[src/rtl/assert_macros.svh]
// Assertion helpers used by chth_back.
`ifndef ASSERT_MACROS_SVH
`define ASSERT_MACROS_SVH
`ifndef NO_ASSERTIONS
`define ASSERT_PROP(lbl, clk, rst_n, prop) \
	lbl: assert property (@(posedge clk) disable iff (!rst_n) prop) \
		else $error("assertion failed: property violated");
`define ASSERT_NEVER(lbl, clk, rst_n, cond) \
	lbl: assert property (@(posedge clk) disable iff (!rst_n) !(cond)) \
		else $error("assertion failed: forbidden condition seen");
`else
`define ASSERT_PROP(lbl, clk, rst_n, prop)
`define ASSERT_NEVER(lbl, clk, rst_n, cond)
`endif
`endif

[src/rtl/chth_fifo.sv]
`default_nettype none
module chth_fifo #(
	parameter int WIDTH = 8
) (
	input  wire logic             clk,
	input  wire logic             arst_n,
	input  wire logic             push,
	input  wire logic [WIDTH-1:0] din,
	output logic                  full,
	input  wire logic             pop,
	output logic [WIDTH-1:0]      dout,
	output logic                  empty
);

	// two-entry queue
	logic [WIDTH-1:0] mem_q [2];
	logic             wr_q;
	logic             rd_q;
	logic [1:0]       cnt_q;
	logic             push_ok;
	logic             pop_ok;

	assign full    = (cnt_q == 2'd2);
	assign empty   = (cnt_q == 2'd0);
	assign push_ok = push && !full;
	assign pop_ok  = pop && !empty;
	assign dout    = mem_q[rd_q];

	always_ff @(posedge clk or negedge arst_n) begin
		if (!arst_n) begin
			wr_q  <= 1'b0;
			rd_q  <= 1'b0;
			cnt_q <= 2'd0;
		end else begin
			if (push_ok)
				wr_q <= ~wr_q;
			if (pop_ok)
				rd_q <= ~rd_q;
			cnt_q <= cnt_q + 2'(push_ok) - 2'(pop_ok);
		end
	end

	always_ff @(posedge clk) begin
		if (push_ok)
			mem_q[wr_q] <= din;
	end

endmodule
`default_nettype wire

[config.mk]
export PLATFORM = sky130hd
export DESIGN_NAME = chth_fifo
export DESIGN_NICKNAME = d
export VERILOG_FILES = /design/src/rtl/assert_macros.svh /design/src/rtl/chth_fifo.sv
export SDC_FILE = /design/constraint.sdc
export NUM_CORES = 1
export LEC_CHECK = 0
export BUFFER_PORTS_ARGS = -buffer_cell sky130_fd_sc_hd__buf_2
export CORE_MARGIN = 8
export CORE_UTILIZATION = 48
export CTS_CLUSTER_DIAMETER = 40
export DETAILED_ROUTE_END_ITERATION = 12
export GPL_TIMING_DRIVEN = 1
export PLACE_DENSITY_LB_ADDON = 0.3
export SETUP_SLACK_MARGIN = 0.5
export SLEW_MARGIN = 20
export SYNTH_ARGS = -nofsm -noshare
export SYNTH_HDL_FRONTEND = slang
export SYNTH_SLANG_ARGS = --single-unit
[constraint.sdc]
create_clock -name clk -period 1.85 [get_ports clk]
set_input_delay 0 -clock clk [delete_from_list [all_inputs] [get_ports clk]]
set_output_delay 0 -clock clk [all_outputs]
set_load 0.02 [all_outputs]
==> results of run 1 <==
## where the power goes
part	total, mW	switching, mW	leakage (nW)	internal, mW
logic	0.803	0.399	0.256	0.404
registers	0.712	0.0787	0.193	0.633
clock network	0.204	0.125	0.0154	0.0783
total	1.72	0.603	0.464	1.12
## flip-flops by register name, summed over array words and instances (netlist names)
register	flops
rd_q	1
cnt_q	2
wr_q	1
mem_q	16
## worst max-delay path, delay by kind of cell (launching register included)
family	cells	cell delay [ns]
flip-flops	1	0.44
adder cells (fa/ha/maj)	2	0.41
AND/OR/NAND/NOR	2	0.24
XOR/XNOR	2	0.24
buffers and inverters	1	0.03
## synthesized netlist by cell type, drive strengths merged
cell type  instances
and3               1
buf                1
dfrtp              4
edfxtp            16
ha                 2
inv                2
mux2               8
nand2              1
nand2b             1
nor2               2
nor2b              1
xnor2              3
xor2               1
## routing by layer
metal	GRT usage, %	vias up
met5	0	-
met4	4.12	0
met3	3.42	2
met2	17.3	11
met1	7.99	228
li1	-	235
## kinds of logic after synthesis
kind of cell | after synthesis | share of synthesized area [%]
flip-flops | 20 | 74.8
multiplexers | 8 | 11.6
AND/OR/NAND/NOR | 6 | 4.19
XOR/XNOR | 4 | 4.52
buffers and inverters | 3 | 1.61
adder cells (fa/ha/maj) | 2 | 3.23
## how the worst max path moves through the flow
stage	cells past startpoint	end	slack (ns)	startpoint
finish	7	cnt_q[1]$_DFF_PN0_	0.37	cnt_q[0]$_DFF_PN0_
global route	7	cnt_q[1]$_DFF_PN0_	0.32	cnt_q[0]$_DFF_PN0_
CTS	7	cnt_q[1]$_DFF_PN0_	0.35	cnt_q[1]$_DFF_PN0_
detailed placement	7	cnt_q[1]$_DFF_PN0_	0.25	cnt_q[0]$_DFF_PN0_
global placement	7	cnt_q[1]$_DFF_PN0_	0.33	cnt_q[1]$_DFF_PN0_
floorplan	7	cnt_q[1]$_DFF_PN0_	0.35	cnt_q[0]$_DFF_PN0_
## through the flow
stage               hold slack, ns  util [%]
CTS                         0.0335      72.2
global route                0.0292      75.0
detailed placement          -0.190      60.5
global placement            -0.189      60.5
finish                      0.0314      75.0
floorplan                   -0.296         -
## area by class of cell
type	count	area, µm²
clock buffers	3	22.5
repair buffers	37	248
inverters	2	7.51
multi-input cells	20	245
clock inverters	1	3.75
flip-flops and latches	20	583
well taps	16	20.0
fillers	96	377
## timing repair
item / in CTS / in global routing
hold buffers: 9 / 0
cloned: 0 / 0
setup buffers: 3 / 3
endpoints found under the hold margin: 20 / 0
gates resized for setup: 8 / 7
setup endpoints to repair: 26 / 25
pin swaps: 4 / 2
==> run summary, run 1 <==
The flow ran to the end, and the final reports show no timing, DRC or antenna violations. The mean routed wirelength per cell is 15.5 µm. Of the post-synthesis cell area, the dominant cell type holds 61.9%.

The ratio of total power to cell area came out at 1520 mW/mm². The library cells used most frequently in the layout, excluding fill and tap cells, are sky130_fd_sc_hd__buf_2 (21), sky130_fd_sc_hd__edfxtp_1 (16), sky130_fd_sc_hd__dlygate4sd3_1 (9). The combined area of all synthesized cells came out at 776 µm². The warning count from the yosys run came out at 0. The minimum setup slack among reg-to-reg paths is 0.37 ns. The total routed wirelength came out at 1530 µm. The instance count of the mapped netlist is 43. The final number of hold-violating endpoints came out at 0.

The first global-routing pass estimated 2270 µm of wire. The detail route stage leaves a number of antenna-violating nets equal to 0. The first routing iteration left 6 violations. The path type of the worst setup path is reg -> reg. No sink is reached through more buffers than the 2 on the longest clock path.

The post-placement setup slack came out at 0.246 ns. In this run the worst hold path is classified as in -> async. The aggregate negative setup slack came out at 0 ns. The largest fanout on the critical path is 3.

The actual transition at the worst max-transition pin came out at 0.232 ns. In this run the critical register-to-register path is captured at cnt_q[1]$_DFF_PN0_. The master of the slowest instance on the critical path is sky130_fd_sc_hd__dfrtp_1.

The delay of the slowest critical-path stage came out at 0.44 ns. The post-synthesis net count came out at 57. The detailed-router iteration count before antenna repair is 2. The final net count came out at 98. The clock buffer count from CTS came out at 3. From left edge to right edge, the die measures 56.2 µm. The die area came out at 0.00316 mm². The wire length on met3 came out at 83 µm. Data arrives at the worst endpoint at 1.66 ns. The setup clock skew after layout is 0.00620 ns. The final standard cell count with taps included and fillers excluded is 99. The total global routing overflow came out at 0. The count of buffers from port buffering came out at 21. Entering global routing, the biggest net connects 12 pins.

The number of global-route vias before repair is 498. In this run the tightest slew margin relative to its limit is 84.5%. The area growth from synthesis to layout is 45.6%. The share of the Yosys chip area taken by registers is 74.8%. After clock tree synthesis, the clock-pin slew on the worst setup and hold paths is 0.10 ns. The clock latency at the later pin of the worst-skew pair came out at 0.29 ns. The CTS sink count is 20.

The final standard cell area without fillers is 0.00113 mm². The routed length on met1 came out at 544 µm. The upper clock frequency limit is 678 MHz.

The number of setup violations in the final report came out at 0. The final weighted congestion in routability-driven placement is 0.655. Signal routing reaches up to met4. Setup repair after global routing could not meet its margin everywhere. The share of final-layout standard cells stronger than drive strength 1 came out at 61.4%. Sorting the synthesized cells by area gives the leading types as sky130_fd_sc_hd__edfxtp_1 (62%), sky130_fd_sc_hd__dfrtp_1 (13%), sky130_fd_sc_hd__mux2_2 (12%).

The worst register-to-register path begins at cnt_q[0]$_DFF_PN0_. The clock root buffer is sky130_fd_sc_hd__clkbuf_4. The library cell with the largest summed area after synthesis is sky130_fd_sc_hd__edfxtp_1. Using the TritonRoute via totals, the vias-per-cell ratio works out to 4.81. After layout, the worst path uses 79.8% of the clock period. The length in cells of the worst reg-to-reg path is 7. The routed design could run at a clock period as short as 1.48 ns.

After floorplanning, the core was sized to cover 0.00151 mm². The residual DRC count is 0. The effective utilization at floorplan came out at 51.5%.

The antenna diode count is 0. The number of placement rows is 14. The number of maximum-capacitance violations came out at 0. The number of vias in the routed layout is 476. VDD sags by at most 0.000996 V. The number of antenna violations at the first check in global routing is 0. The overall global routing resource usage is 9.05%. The final count of pins violating max slew is 0. The synthesis-stage register bit count is 20. The die extent in y came out at 56.2 µm. The sort of element at the start of the critical path is a flop.

The post-route total power came out at 1.72 mW. The HPWL after detailed placement came out at 954 µm. STA classifies the critical path endpoint as a flop. The worst endpoint required time is 2.03 ns. The most common cell after layout, fill and taps aside is sky130_fd_sc_hd__buf_2. The per-instance average area after synthesis came out at 18.0 µm². The reported leakage power came out at 0.464 nW. In this run the count of I/O pins placed on the die edge is 22. The worst setup margin is 0.375 ns. Traced cell by cell, the critical path runs through nand2b_4 > nand2_4 > ha_4 > inv_2 > ha_4 > xnor2_2 > xnor2_1.

The clock tree from TritonCTS is yes. The number of unique standard cell types used by synthesis is 13. The cell with the most instances on the worst path is sky130_fd_sc_hd__ha_4. The standard cell area after detailed placement came out at 911 µm². The routed wire length on met2 is 892 µm. The placed cell count is 80. In this run the number of H-tree levels came out at 1.
Power figures use the tool's default switching activity.
==> run 2: changes to the inputs <==
--- a/config.mk
+++ b/config.mk
@@ -7,7 +7,7 @@
 export LEC_CHECK = 0
 export BUFFER_PORTS_ARGS = -buffer_cell sky130_fd_sc_hd__buf_2
 export CORE_MARGIN = 8
-export CORE_UTILIZATION = 48
+export CORE_UTILIZATION = 44
 export CTS_CLUSTER_DIAMETER = 40
 export DETAILED_ROUTE_END_ITERATION = 12
 export GPL_TIMING_DRIVEN = 1
==> constraint.sdc (replaced) <==
create_clock -name clk -period 1.2 [get_ports clk]
set_input_delay 0 -clock clk [delete_from_list [all_inputs] [get_ports clk]]
set_output_delay 0 -clock clk [all_outputs]
set_load 0.02 [all_outputs]
==> run 2 against run 1 <==
Against the previous run: the run now ends with negative setup slack left; global-route usage is 1.9 points higher; critical path type unchanged; setup slack got worse by 0.67 ns; count of clock-buffer cells in the layout grew 1; clock power is 57% higher; register-to-register slack got worse by 0.67 ns; worst hold slack gained 0.016 ns; core utilization is 5.3 points higher; largest cell class unchanged; critical path depth did not move; sequential share of layout area shrank 8.7 points; via count is 8.8% higher; sequential power grew 54%; first-iteration DRC count up 67%.
==> run summary, run 2 (synthesis gave the netlist of run 1 again) <==
The aggregate negative setup slack came out at -4.39 ns. Clock-pin slew was measured on the worst setup and hold paths at 0.10 ns. The standard cell area after detailed placement came out at 987 µm². On the final layout, the worst clock skew is 0.00627 ns. The worst register-to-register path begins at cnt_q[1]$_DFF_PN0_.

Setup violations remaining at the end of the flow were counted as 28. The wire length of the first global-routing pass is 2570 µm. For this configuration, the core starts out at a cell density of 45.9%. The core utilization of the finished layout came out at 80.3%.

The total global routing overflow came out at 0. Across the VDD grid, the largest voltage drop is 0.00185 V. The count of buffers from port buffering came out at 21. The final count of pins violating max slew came out at 0. Internal power comes to 2.27 mW. The number of fillers in the final layout came out at 93. The clock network power share is 9.4%. The final weighted congestion in routability-driven placement came out at 0.632. The worst endpoint required time is 1.39 ns. The number of global-route vias before repair is 533. mem_q holds more flip-flops than any other register. The worst setup margin is -0.293 ns.

The flip-flop count of the largest register after layout came out at 16. The routed layout has 518 vias. Counting every sink on the clock net gives 20.

The die extent in x came out at 58.0 µm. The die extent in y is 58.0 µm. The upper clock frequency limit came out at 670 MHz. The share of final-layout standard cells stronger than drive strength 1 is 67.0%. The reported leakage power is 0.582 nW.

The library cell used most frequently in the layout, excluding fill and tap cells, is sky130_fd_sc_hd__buf_6. The classification of the worst-slack hold path is in -> async. The smallest clock period supported by the final layout is computed as 1.49 ns. The iteration-0 DRC count of the detailed router came out at 10. The share of power burned in registers is 32.5%. Row generation in the floorplan step produced 15 rows. The switching portion of total power came out at 33.0%. In the routed design, unresolved DRC markers number 0. TritonCTS created 3 clock buffers.

Setup repair after global routing could not meet its margin everywhere. The overall global routing resource usage came out at 11.0%. The worst register-to-register path has a depth of 7. The post-placement setup slack came out at -0.303 ns. The run finished, with violations left. The path type of the worst setup path is reg -> reg.

In the layout the commonest cells are sky130_fd_sc_hd__buf_6 (20), sky130_fd_sc_hd__edfxtp_1 (16), sky130_fd_sc_hd__buf_2 (11). After legalization and detailed placement, the total HPWL measured 961 µm. The worst register-to-register path ends at cnt_q[1]$_DFF_PN0_. The reported net switching power came out at 1.12 mW. No sink is reached through more buffers than the 2 on the longest clock path. Dividing the detail-routed via count by the number of cells gives 4.80. The final net count is 106. TritonCTS built the clock tree.

In this run the remaining antenna-violating nets after routing total 0. The antenna diode count is 0. CTS built an H-tree with a depth of 1. The post-synthesis to final-layout area growth came out at 74.8%. Entering global routing, the biggest net connects 12 pins.

The final number of hold-violating endpoints came out at 0. The arrival time reported for the critical path endpoint is 1.68 ns. The headroom to the max-slew limit is 82.6%.

The share of total power dissipated in combinational logic is 58.1%. The die area came out at 0.00336 mm². The floorplan step defined a core boundary enclosing 0.00169 mm². The ratio of total power to cell area is 2500 mW/mm². The total routed wirelength is 1740 µm. The number of antenna violations at the first check in global routing is 0. The number of maximum-capacitance violations came out at 0.

The clock root buffer is sky130_fd_sc_hd__clkbuf_4. The number of ports placed on the die boundary is 22. Of all nets on the critical path, the largest fanout is 3.

The fraction of the cycle the final worst path needs came out at 124%. In the final layout, the registers with the most flip-flops are mem_q (16), cnt_q (2). The mean routed wirelength per cell is 16.1 µm.

The finished cells cover 0.00136 mm². The detailed-router iteration count before antenna repair came out at 4. The category of the worst setup path capture point is a flop.

The clock latency at the later pin of the worst-skew pair came out at 0.30 ns. The post-route total power is 3.39 mW. The actual transition at the worst max-transition pin is 0.260 ns. The checks that failed: negative setup slack.

The minimum setup slack among reg-to-reg paths came out at -0.29 ns. STA classifies the critical path startpoint as a flop.
-- run 2: cell types whose count changed in the layout (fill, tap and decap cells not counted), sizes merged --
cell,before,now
buf,28,36
clkbuf,3,4
clkinv,1,0
-- run 2: how the worst max path moves through the flow --
stage / depth (start not counted) / start / slack, ns / endpoint
detailed placement: 7 / cnt_q[0]$_DFF_PN0_ / -0.30 / cnt_q[1]$_DFF_PN0_
floorplan: 7 / cnt_q[0]$_DFF_PN0_ / -0.30 / cnt_q[1]$_DFF_PN0_
CTS: 7 / cnt_q[0]$_DFF_PN0_ / -0.23 / cnt_q[1]$_DFF_PN0_
global placement: 7 / cnt_q[0]$_DFF_PN0_ / -0.26 / cnt_q[1]$_DFF_PN0_
finish: 7 / cnt_q[1]$_DFF_PN0_ / -0.29 / cnt_q[1]$_DFF_PN0_
global route: 7 / cnt_q[1]$_DFF_PN0_ / -0.35 / cnt_q[1]$_DFF_PN0_
-- run 2: layout make-up --
type | count | area (µm²) | share of cell area (%)
multi-input combinational | 20 | 312 | 23.0
inverter | 2 | 7.51 | 0.554
timing repair buffer | 45 | 408 | 30.1
sequential | 20 | 582 | 42.9
tap | 17 | 21.3 | 1.57
clock buffer | 4 | 26.3 | 1.94
-- run 2: power groups by stage --
| stage | clock network [mW] | registers [mW] | logic [mW] |
|---|---|---|---|
| after floorplan | 0 | 1.07 | 0.834 |
| after global placement | 0 | 1.09 | 1.13 |
| after detailed placement | 0 | 1.09 | 1.14 |
| after CTS | 0.328 | 1.10 | 1.74 |
| after global routing | 0.365 | 1.12 | 2.08 |
| final | 0.320 | 1.10 | 1.97 |
-- run 2: timing repair --
| action | CTS | global route |
|---|---|---|
| pin swaps | 6 | 4 |
| resized for setup | 35 | 8 |
| buffers inserted | 7 | 3 |
| hold endpoints to repair | 20 | 0 |
| setup endpoints to repair | 30 | 30 |
| hold buffers | 9 | 0 |
-- run 2: worst max-delay path, stage by stage, from the launching register on --
cell,delay [ns]
sky130_fd_sc_hd__dfrtp_2,0.46
sky130_fd_sc_hd__nor2_4,0.15
sky130_fd_sc_hd__nor2b_4,0.06
sky130_fd_sc_hd__ha_4,0.25
sky130_fd_sc_hd__inv_2,0.04
sky130_fd_sc_hd__ha_4,0.17
sky130_fd_sc_hd__xnor2_4,0.13
sky130_fd_sc_hd__xnor2_1,0.12
-- run 2: through the flow --
stage | cells | hold WS (ns)
floorplan | 43 | -0.296
global placement | 85 | -0.186
detailed placement | 85 | -0.185
CTS | 105 | 0.0254
global route | 108 | 0.0348
finish | 108 | 0.0470
-- run 2: metal layers --
layer,share of wire [%],GRT usage (%)
met1,35,9.66
met2,58,19.9
met3,4.1,3.75
met4,2.6,8.39
met5,0,0
