$ cat src/rtl/assert_macros.svh
// Assertion helpers used by chth_back.
`ifndef ASSERT_MACROS_SVH
`define ASSERT_MACROS_SVH
`ifndef NO_ASSERTIONS
`define ASSERT_PROP(lbl, clk, rst_n, prop) \
	lbl: assert property (@(posedge clk) disable iff (!rst_n) prop) \
		else $error("assertion failed: property violated");
`define ASSERT_NEVER(lbl, clk, rst_n, cond) \
	lbl: assert property (@(posedge clk) disable iff (!rst_n) !(cond)) \
		else $error("assertion failed: forbidden condition seen");
`else
`define ASSERT_PROP(lbl, clk, rst_n, prop)
`define ASSERT_NEVER(lbl, clk, rst_n, cond)
`endif
`endif

$ cat src/rtl/chth_pkg.sv
`default_nettype none
package chth_pkg;

	localparam int CMD_W = 2;
	localparam int KEY_W = 31;
	localparam int VAL_W = 32;
	localparam int STS_W = 3;

	localparam logic [CMD_W-1:0] CMD_INSERT = 2'd0;
	localparam logic [CMD_W-1:0] CMD_REMOVE = 2'd1;
	localparam logic [CMD_W-1:0] CMD_SEARCH = 2'd2;

	localparam logic [STS_W-1:0] STS_INSERTED  = 3'd0;
	localparam logic [STS_W-1:0] STS_REPLACED  = 3'd1;
	localparam logic [STS_W-1:0] STS_REMOVED   = 3'd2;
	localparam logic [STS_W-1:0] STS_NOT_FOUND = 3'd3;
	localparam logic [STS_W-1:0] STS_FOUND     = 3'd4;
	localparam logic [STS_W-1:0] STS_FULL      = 3'd5;

	typedef struct packed {
		logic [CMD_W-1:0] cmd;
		logic [KEY_W-1:0] key_in;
		logic [VAL_W-1:0] value_in;
	} req_t;

	typedef struct packed {
		logic [STS_W-1:0] status;
		logic [VAL_W-1:0] value_out;
		logic             table_empty;
	} rsp_t;

endpackage
`default_nettype wire

$ cat src/rtl/chth_front.sv
`default_nettype none
module chth_front #(
	parameter int NUM_BUCKETS = 10,
	localparam int BW = (NUM_BUCKETS > 1) ? $clog2(NUM_BUCKETS) : 1
) (
	input  wire logic          clk,
	input  wire logic          arst_n,
	input  wire logic          push,
	input  wire chth_pkg::req_t item,
	input  wire logic          hold,
	output logic               full,
	output logic               out_valid,
	input  wire logic          out_ready,
	output chth_pkg::req_t     out_item,
	output logic [BW-1:0]      out_bucket
);

	localparam int KW  = chth_pkg::KEY_W;
	localparam int NW  = $clog2(NUM_BUCKETS + 1);
	localparam int P2W = KW + NW;
	// floor((2^32-1)/N): quotient estimate is exact or one low
	localparam logic [31:0]   RECIP = 32'(64'hFFFF_FFFF / NUM_BUCKETS);
	localparam logic [KW-1:0] NB_K  = KW'(NUM_BUCKETS);

	logic                 vld_s1;
	chth_pkg::req_t       item_s1;
	logic [KW-1:0]        quo_s1;
	logic                 vld_s2;
	chth_pkg::req_t       item_s2;
	logic [KW-1:0]        qn_s2;
	logic                 en1;
	logic                 en2;
	logic                 acc;
	logic [KW+31:0]       prod1;
	logic [P2W-1:0]       prod2;
	logic [KW-1:0]        rem;
	logic [KW-1:0]        rem_fix;

	assign en2  = !vld_s2 || out_ready;
	assign en1  = !vld_s1 || en2;
	assign full = !en1 || hold;
	assign acc  = push && !full;

	assign prod1 = (KW + 32)'(item.key_in) * (KW + 32)'(RECIP);
	assign prod2 = P2W'(quo_s1) * P2W'(NUM_BUCKETS);

	// remainder lies in [0, 2N): one conditional subtract
	assign rem     = item_s2.key_in - qn_s2;
	assign rem_fix = (rem >= NB_K) ? (rem - NB_K) : rem;

	assign out_valid  = vld_s2;
	assign out_item   = item_s2;
	assign out_bucket = rem_fix[BW-1:0];

	always_ff @(posedge clk or negedge arst_n) begin
		if (!arst_n) begin
			vld_s1 <= 1'b0;
			vld_s2 <= 1'b0;
		end else begin
			if (en1)
				vld_s1 <= acc;
			if (en2)
				vld_s2 <= vld_s1;
		end
	end

	always_ff @(posedge clk) begin
		if (en1) begin
			item_s1 <= item;
			quo_s1  <= prod1[KW+31:32];
		end
		if (en2) begin
			item_s2 <= item_s1;
			qn_s2   <= prod2[KW-1:0];
		end
	end

endmodule
`default_nettype wire

$ cat config.mk
export PLATFORM = sky130hd
export DESIGN_NAME = chth_front
export DESIGN_NICKNAME = d
export VERILOG_FILES = /design/src/rtl/assert_macros.svh /design/src/rtl/chth_pkg.sv /design/src/rtl/chth_front.sv
export SDC_FILE = /design/constraint.sdc
export NUM_CORES = 1
export LEC_CHECK = 0
export ABC_AREA = 1
export BUFFER_PORTS_ARGS = -buffer_cell sky130_fd_sc_hd__buf_2
export CAP_MARGIN = 20
export CORE_AREA = 5 5 203 303
export DETAILED_ROUTE_END_ITERATION = 16
export DIE_AREA = 0 0 208 308
export SETUP_SLACK_MARGIN = 0.3
export SLEW_MARGIN = 20
export SYNTH_ARGS = -nofsm -noshare
export SYNTH_HDL_FRONTEND = slang
export SYNTH_SLANG_ARGS = --single-unit
$ cat constraint.sdc
create_clock -name clk -period 4.9 [get_ports clk]
set_clock_uncertainty 0.2 [all_clocks]
set_input_delay 0.49 -clock clk [delete_from_list [all_inputs] [get_ports clk]]
set_output_delay 0.49 -clock clk [all_outputs]
set_load 0.01 [all_outputs]
==> results.cfg, run 1 <==
[run]
drv_cap = 0

[clock_network]
cts_made_buffers = 17
clockBufferDepth = 2
cts_root_buffer = clkbuf_16
htree_levels = 4
cts_tree = done
cts.clk_slew.worst_paths_ns = 0.08
clkSinkCount = 190
worstSkewPairLatency_ns = 0.46

[die]
die_w_um = 208
io-pin-count = 141
die_h_um = 308
core_um2 = 58600
initial_utilization_pct = 44.3
die_area_um2 = 64100
num_rows = 109

[sta]
fin_crit_ns = 6.23
tightestPinTransition_ns = 0.898
finalHoldViolCount = 0
max_freq_mhz = 160
drv_slew = 0
period_share_pct = 127
slew_headroom_pct = 40.1
rsz0062_at_grt = yes
finalWorstSetupSlack_ns = -1.33
finalSetupTns_ns = -33.39
setup_viol = 28

[detailed_routing]
num_vias = 20700
routed_wl_mm = 83.5
dr.pass1.iters = 6
ant_nets = 0
routed_via_density = 4.93
first_iter_violations = 955
wire_per_inst_um = 19.8
drcViolationCount = 0

[worst_setup_path]
cp-start-kind = input port
worstPathRequired_ns = 4.92
critPathBufInv = 10
path_max_fanout = 3
cp_slowest_cell = fa_1
rrSetupSlack_ns = 1.55
arrival_ns = 6.25
criticalPathCategory = in2reg
crit_cells = 27
max_stage_delay_ns = 0.56
cpMostUsedCell = fa_1
r2r_cells = 12
crit_family = adder cells
reg2reg_from = quo_s1[1]$_DFFE_PN_
r2r-end = qn_s2[28]$_DFFE_PP_
end_kind = register

[finish]
drive_gt1_share_pct = 25.2
synthToLayoutAreaGrowth_pct = 27.7
final_cells = 4210
nNetsFinal = 4243
n_fill_cell = 5282
antenna_cells = 0

[logic_synthesis]
ys.flop_type = edfxtp_1
yosysSeqAreaShare_pct = 21.9
synth-async-reset-ratio_pct = 1.05
ys_top_cells_by_area = fa_1, edfxtp_1, ha_1
synth_top_area_share_pct = 24.6
ys_types = 47
synth.most_common_cell = inv_1
syn_avg_cell_area_um2 = 9.17
yosys.area.top_type = fa_1
yosys-top-cells-count = inv_1, nand2_1, ha_1
yosys_warnings = 0
yosys_register_bits = 190
netlist_instances = 2835
syn_area_um2 = 26000
synth-edff-count = 188
syn_nets = 3658

[hold_path]
hold_end = item_s1[63]$_DFFE_PN_
hp-class = in2reg
hold_depth = 1
hold_start = item[63]

[global_route]
overflow = 0
antenna_found_initial = 2
grt_pass1_vias = 22700
grt_max_degree = 69
grt_pass1_wl_mm = 128
track_usage_pct = 26.2

[run_status]
violations = negative setup slack
status = finished with violations

[placed_design]
place_congestion = 0.977
place_inst = 4126
port_buffers = 140
dpl.hpwl_mm = 75.4
## stage by stage
step / setup slack (ns) / instance area, um^2 / util [%] / hold slack (ns)
3_3_place_gp: -1.93 / 31000 / 52.9 / 0.0757
4_1_cts: -1.27 / 32600 / 55.7 / 0.000732
2_1_floorplan: -1.19 / 26500 / - / -0.00559
3_5_place_dp: -1.96 / 31000 / 52.9 / 0.0823
5_1_grt: -1.49 / 33200 / 56.6 / 0.0000295
6_report: -1.33 / 33200 / 56.6 / 0.0162
## per-layer routing
layer | part of all wire [%] | routed length [um] | global-route usage (%) | vias to the layer above
li1 | - | - | - | 10100
met1 | 37 | 30500 | 28.3 | 10100
met2 | 55 | 46000 | 51.3 | 417
met3 | 2.5 | 2130 | 1.86 | 157
met4 | 5.8 | 4860 | 13.0 | 0
met5 | 0 | 0 | 0 | -
## logic make-up (layout without fill, tap and decap cells)
| logic type | Yosys count | in the layout | synth area share (%) |
|---|---|---|---|
| buf+inv | 798 | 1396 | 11.5 |
| fa+ha+maj | 753 | 753 | 45.5 |
| simple gates | 737 | 737 | 11.9 |
| compound gates | 261 | 261 | 5.91 |
| flops | 190 | 190 | 21.9 |
| xor+xnor | 96 | 96 | 3.26 |
## sequential cells by signal, summed over array words and instances (netlist names)
signal and cells:
out_valid 1, out_item 65, qn_s2 30, item_s1 65
quo_s1 28, vld_s1 1
## worst max path at each step
stage / start / endpoint / slack (ns)
3_3_place_gp: item[38] / quo_s1[16]$_DFFE_PN_ / -1.93
4_1_cts: item[44] / quo_s1[22]$_DFFE_PN_ / -1.27
2_1_floorplan: item[40] / quo_s1[23]$_DFFE_PN_ / -1.19
3_5_place_dp: item[45] / quo_s1[16]$_DFFE_PN_ / -1.96
5_1_grt: item[45] / quo_s1[24]$_DFFE_PN_ / -1.49
6_report: item[45] / quo_s1[16]$_DFFE_PN_ / -1.33
## worst register-to-register path, cell delays in order (launching register included)
cell	delay (ns)
edfxtp_1	0.52
ha_1	0.34
ha_1	0.23
fa_1	0.40
nand3_1	0.09
nand2_1	0.09
a21oi_1	0.40
o31ai_4	0.15
nand2_1	0.09
nand2_1	0.09
a21oi_1	0.22
o21ai_0	0.13
xor2_1	0.16
## final cells by class
| cell class | instances | area [um^2] | area share [%] |
|---|---|---|---|
| Multi-Input combinational cell | 1847 | 18700 | 56.3 |
| Sequential cell | 190 | 5700 | 17.2 |
| Timing Repair Buffer | 571 | 4210 | 12.7 |
| Inverter | 793 | 2990 | 9.01 |
| Tap cell | 777 | 972 | 2.93 |
| Clock buffer | 17 | 425 | 1.28 |
| Clock inverter | 15 | 199 | 0.599 |
## cell usage in the layout (no fill, tap or decap), drive strengths merged, types with 3 or more instances in the layout
cell type	count
a21o	22
a21oi	106
a221oi	4
a31oi	25
and2	5
and3	4
buf	551
clkbuf	17
clkinv	9
dlygate4sd3	20
edfxtp	188
fa	319
ha	434
inv	797
nand2	455
nand3	61
nand3b	7
nand4	20
nor2	155
nor3	19
nor4	7
o211ai	9
o21a	5
o21ai	64
o21bai	13
o31ai	3
or2	3
xnor2	31
xor2	65
## repair_timing
| item | in CTS | in global routing |
|---|---|---|
| gates resized for setup | 163 | 94 |
| hold buffers | 20 | 0 |
| buffers inserted | 17 | 15 |
| pin swaps | 48 | 66 |
| endpoints found under the setup margin | 28 | 29 |
| endpoints found under the hold margin | 21 | 0 |
Power of run 1 is not shown: default switching activity piles up to over one toggle a cycle in this logic, so the estimate is an artifact.
==> run 2: changes to the inputs <==
- CORE_AREA: 5 5 203 303 -> 5 5 176 348
- DIE_AREA: 0 0 208 308 -> 0 0 181 353
==> results.cfg, run 2 (same netlist as run 1, synthesis figures left out) <==
[sta]
finalHoldViolCount = 0
slew_headroom_pct = 44.5
tightestPinTransition_ns = 0.833
setup_viol = 28
finalWorstSetupSlack_ns = -1.42
rsz0062_at_grt = yes
drv_slew = 0
hold_ws_ns = 0.0345
fin_crit_ns = 6.32
max_freq_mhz = 158
period_share_pct = 129

[die]
core_um2 = 58000
die_w_um = 181
die_area_um2 = 63900
io-pin-count = 141
die_h_um = 353
initial_utilization_pct = 44.8
num_rows = 125

[detailed_routing]
routed_via_density = 5.02
ant_nets = 0
dr.pass1.iters = 5
first_iter_violations = 898
routed_wl_mm = 88.4
num_vias = 21200
wire_per_inst_um = 20.9
drcViolationCount = 0

[hold_path]
hold_end = vld_s1$_DFFE_PN0N_
hold_depth = 4
hold_start = hold
hp-class = in2reg

[global_route]
overflow = 0
grt_pass1_wl_mm = 132
track_usage_pct = 27.5
antenna_found_initial = 0
grt_max_degree = 67
grt_pass1_vias = 23300

[worst_setup_path]
arrival_ns = 6.35
criticalPathCategory = in2reg
reg2reg_from = quo_s1[1]$_DFFE_PN_
r2r_cells = 12
path_max_fanout = 5
end_kind = register
r2r-end = qn_s2[28]$_DFFE_PP_
worstPathRequired_ns = 4.93
cp-start-kind = input port
rrSetupSlack_ns = 1.49

[finish]
nNetsFinal = 4288
final_common_cell = inv_1
n_fill_cell = 5212
synthToLayoutAreaGrowth_pct = 29.1
drive_gt1_share_pct = 25.8
antenna_cells = 0
final_cell_mix = inv_1, buf_4, nand2_1

[placed_design]
dpl.hpwl_mm = 79.0
port_buffers = 140
place_congestion = 1.01

[run_status]
status = finished with violations
violations = negative setup slack

[clock_network]
cts.clk_slew.worst_paths_ns = 0.08
cts_tree = done
htree_levels = 4
worstSkewPairLatency_ns = 0.50
cts_root_buffer = clkbuf_16
cts_made_buffers = 25
clockBufferDepth = 3
clkSinkCount = 190

[run]
drv_cap = 0
## run 2: cell types whose count changed in the layout (fill, tap and decap cells not counted), moves of 5 or more
cell,delta
nor2_1,-7
nand2_4,+5
fa_1,-6
dlygate4sd3_1,+16
buf_12,-7
clkinv_8,-6
clkbuf_16,+8
buf_6,+11
buf_4,+13
inv_1,+7
fa_2,+6
inv_2,-6
## run 2: metal layers
metal  up-vias  global-route usage (%)  share of wire, %
li1      10100                       -                 -
met1     10400                    25.5                32
met2       522                    55.4                57
met3       241                    2.29               2.6
met4         0                    18.4               8.3
met5         -                       0                 0
## run 2: through the flow
stage / instance area [um^2] / setup slack (ns) / util [%] / TNS, ns / std cells
floorplan: 26500 / -1.19 / - / -29.24 / 2835
global placement: 31200 / -2.12 / 53.7 / -52.63 / 4135
detailed placement: 31200 / -2.14 / 53.7 / -53.71 / 4135
CTS: 33200 / -1.40 / 57.2 / -33.49 / 4224
global route: 33600 / -1.55 / 57.9 / -38.89 / 4233
finish: 33600 / -1.42 / 57.9 / -34.60 / 4233
## run 2: how the worst max path moves through the flow
stage                                end  slack (ns)  startpoint  cells past startpoint
finish              quo_s1[21]$_DFFE_PN_       -1.42    item[43]                     21
global route        quo_s1[21]$_DFFE_PN_       -1.55    item[49]                     25
CTS                 quo_s1[21]$_DFFE_PN_       -1.40    item[49]                     25
detailed placement  quo_s1[15]$_DFFE_PN_       -2.14    item[49]                     25
global placement    quo_s1[21]$_DFFE_PN_       -2.12    item[43]                     21
floorplan           quo_s1[23]$_DFFE_PN_       -1.19    item[40]                     29
## run 2: repair_timing
action | 4_1_cts | 5_1_grt
gates resized for setup | 198 | 65
hold endpoints to repair | 37 | 0
setup buffers | 20 | 9
setup endpoints to repair | 28 | 30
hold buffers | 36 | 0
pin swaps | 63 | 34
## run 2: final cells by class
cell class | count | area (um^2) | area share [%]
well taps | 762 | 953 | 2.84
multi-input cells | 1847 | 18700 | 55.8
inverters | 793 | 2990 | 8.90
clock inverters | 8 | 97.6 | 0.291
flip-flops and latches | 190 | 5700 | 17.0
clock buffers | 25 | 626 | 1.86
repair buffers | 608 | 4490 | 13.4
## run 2: critical path, cell delays in order
cell and delay (ns):
buf_6 0.13, ha_4 0.27, buf_4 0.16, inv_1 0.16, fa_1 0.57, fa_1 0.43
fa_1 0.61, inv_1 0.08, fa_1 0.50, fa_1 0.44, fa_1 0.39, ha_1 0.31
ha_1 0.33, buf_4 0.15, nand2_1 0.09, inv_1 0.06, a21oi_2 0.17, o21ai_0 0.18
a221oi_2 0.34, o211ai_1 0.26, xor2_1 0.20
Power of run 2 is left out for the same reason.
==> run 3: changes to the inputs <==
- clock period: 4.9 -> 5.5 ns (I/O delays scaled with it)
==> results.cfg, run 3 (same netlist as run 1, synthesis figures left out) <==
[finish]
synthToLayoutAreaGrowth_pct = 28.2
final_cell_mix = inv_1, nand2_1, buf_4
drive_gt1_share_pct = 25.5
nNetsFinal = 4257
antenna_cells = 0
fin_util_pct = 57.4
final_cells = 4202
final_common_cell = inv_1

[clock_network]
cts.clk_slew.worst_paths_ns = 0.08
clockBufferDepth = 3
clkSinkCount = 190
cts_root_buffer = clkbuf_16
cts_made_buffers = 25
worstSkewPairLatency_ns = 0.51
cts_tree = done
htree_levels = 4

[sta]
finalWorstSetupSlack_ns = -0.776
max_freq_mhz = 159
finalSetupTns_ns = -19.47
slew_headroom_pct = 46.0
period_share_pct = 114
rsz0062_at_grt = yes
setup_viol = 28
drv_slew = 0
fin_crit_ns = 6.28
tightestPinTransition_ns = 0.810
finalHoldViolCount = 0

[placed_design]
port_buffers = 140
place_congestion = 0.991
dpl.hpwl_mm = 78.4
place_inst = 4123

[run_status]
status = finished with violations
violations = negative setup slack

[worst_setup_path]
worstPathRequired_ns = 5.54
cpMostUsedCell = fa_1
path_max_fanout = 4
cp-start-kind = input port
end_kind = register
critPathLaunch = item[49]
cp_slowest_cell = fa_1
reg2reg_from = quo_s1[1]$_DFFE_PN_
criticalPathCategory = in2reg
arrival_ns = 6.32
max_stage_delay_ns = 0.56

[global_route]
track_usage_pct = 27.4
grt_pass1_vias = 23200
antenna_found_initial = 0
overflow = 0
grt_max_degree = 61
grt_pass1_wl_mm = 132

[detailed_routing]
num_vias = 20900
routed_wl_mm = 87.3
wire_per_inst_um = 20.8
routed_via_density = 4.98
drcViolationCount = 0
ant_nets = 0
first_iter_violations = 823
dr.pass1.iters = 5

[die]
num_rows = 125
die_area_um2 = 63900
io-pin-count = 141
die_w_um = 181
die_h_um = 353
core_um2 = 58000
initial_utilization_pct = 44.8

[hold_path]
hold_start = item[0]
hp-class = in2reg

[run]
drv_cap = 0
[run 3: final timing paths]
| check | slack (ns) | cells after the start | end |
|---|---|---|---|
| max reg2reg | 2.11 | 12 | qn_s2[28]$_DFFE_PP_ |
| min in group asynchronous | 0.17 | 2 | out_valid$_DFFE_PN0P_ |
| min | 0.02 | 1 | item_s1[0]$_DFFE_PN_ |
| max | -0.78 | 26 | quo_s1[27]$_DFFE_PN_ |
| max in group asynchronous | 4.83 | 2 | vld_s1$_DFFE_PN0N_ |
| min reg2reg | 0.21 | 0 | out_item[46]$_DFFE_PP_ |
[run 3: repair_timing]
action	CTS	global route
buffers inserted	24	11
gates resized for setup	199	68
endpoints found under the setup margin	28	28
pin swaps	85	73
endpoints found under the hold margin	12	0
hold buffers	11	0
[run 3: area by class of cell]
cell class	count	area, um^2
repair buffers	577	4290
clock inverters	8	111
fillers	5156	24700
inverters	793	3000
multi-input cells	1847	18700
well taps	762	953
flip-flops and latches	190	5700
clock buffers	25	626
[run 3: worst max-delay path, delay by kind of cell]
family	cells	cell delay, ns
compound gates	1	0.14
xor+xnor	1	0.11
fa+ha+maj	9	4.12
buf+inv	11	0.83
simple gates	4	0.54
[run 3: per-layer routing]
metal | up-vias | wire, um | GRT usage (%)
met1 | 10200 | 27800 | 25.7
met2 | 479 | 50100 | 55.1
met4 | 0 | 7420 | 18.6
met5 | - | 0 | 0
li1 | 10100 | - | -
met3 | 212 | 2030 | 1.74
[run 3: stage by stage]
step                      worst slack [ns]  hold slack (ns)  instance area (um^2)
after detailed placement             -1.52            0.136                 31100
after CTS                           -0.780          0.00280                 33000
final                               -0.776           0.0217                 33300
after global routing                -0.990          0.00155                 33300
after floorplan                     -0.651           0.0544                 26500
after global placement               -1.50            0.136                 31100
Power of run 3 is left out for the same reason.
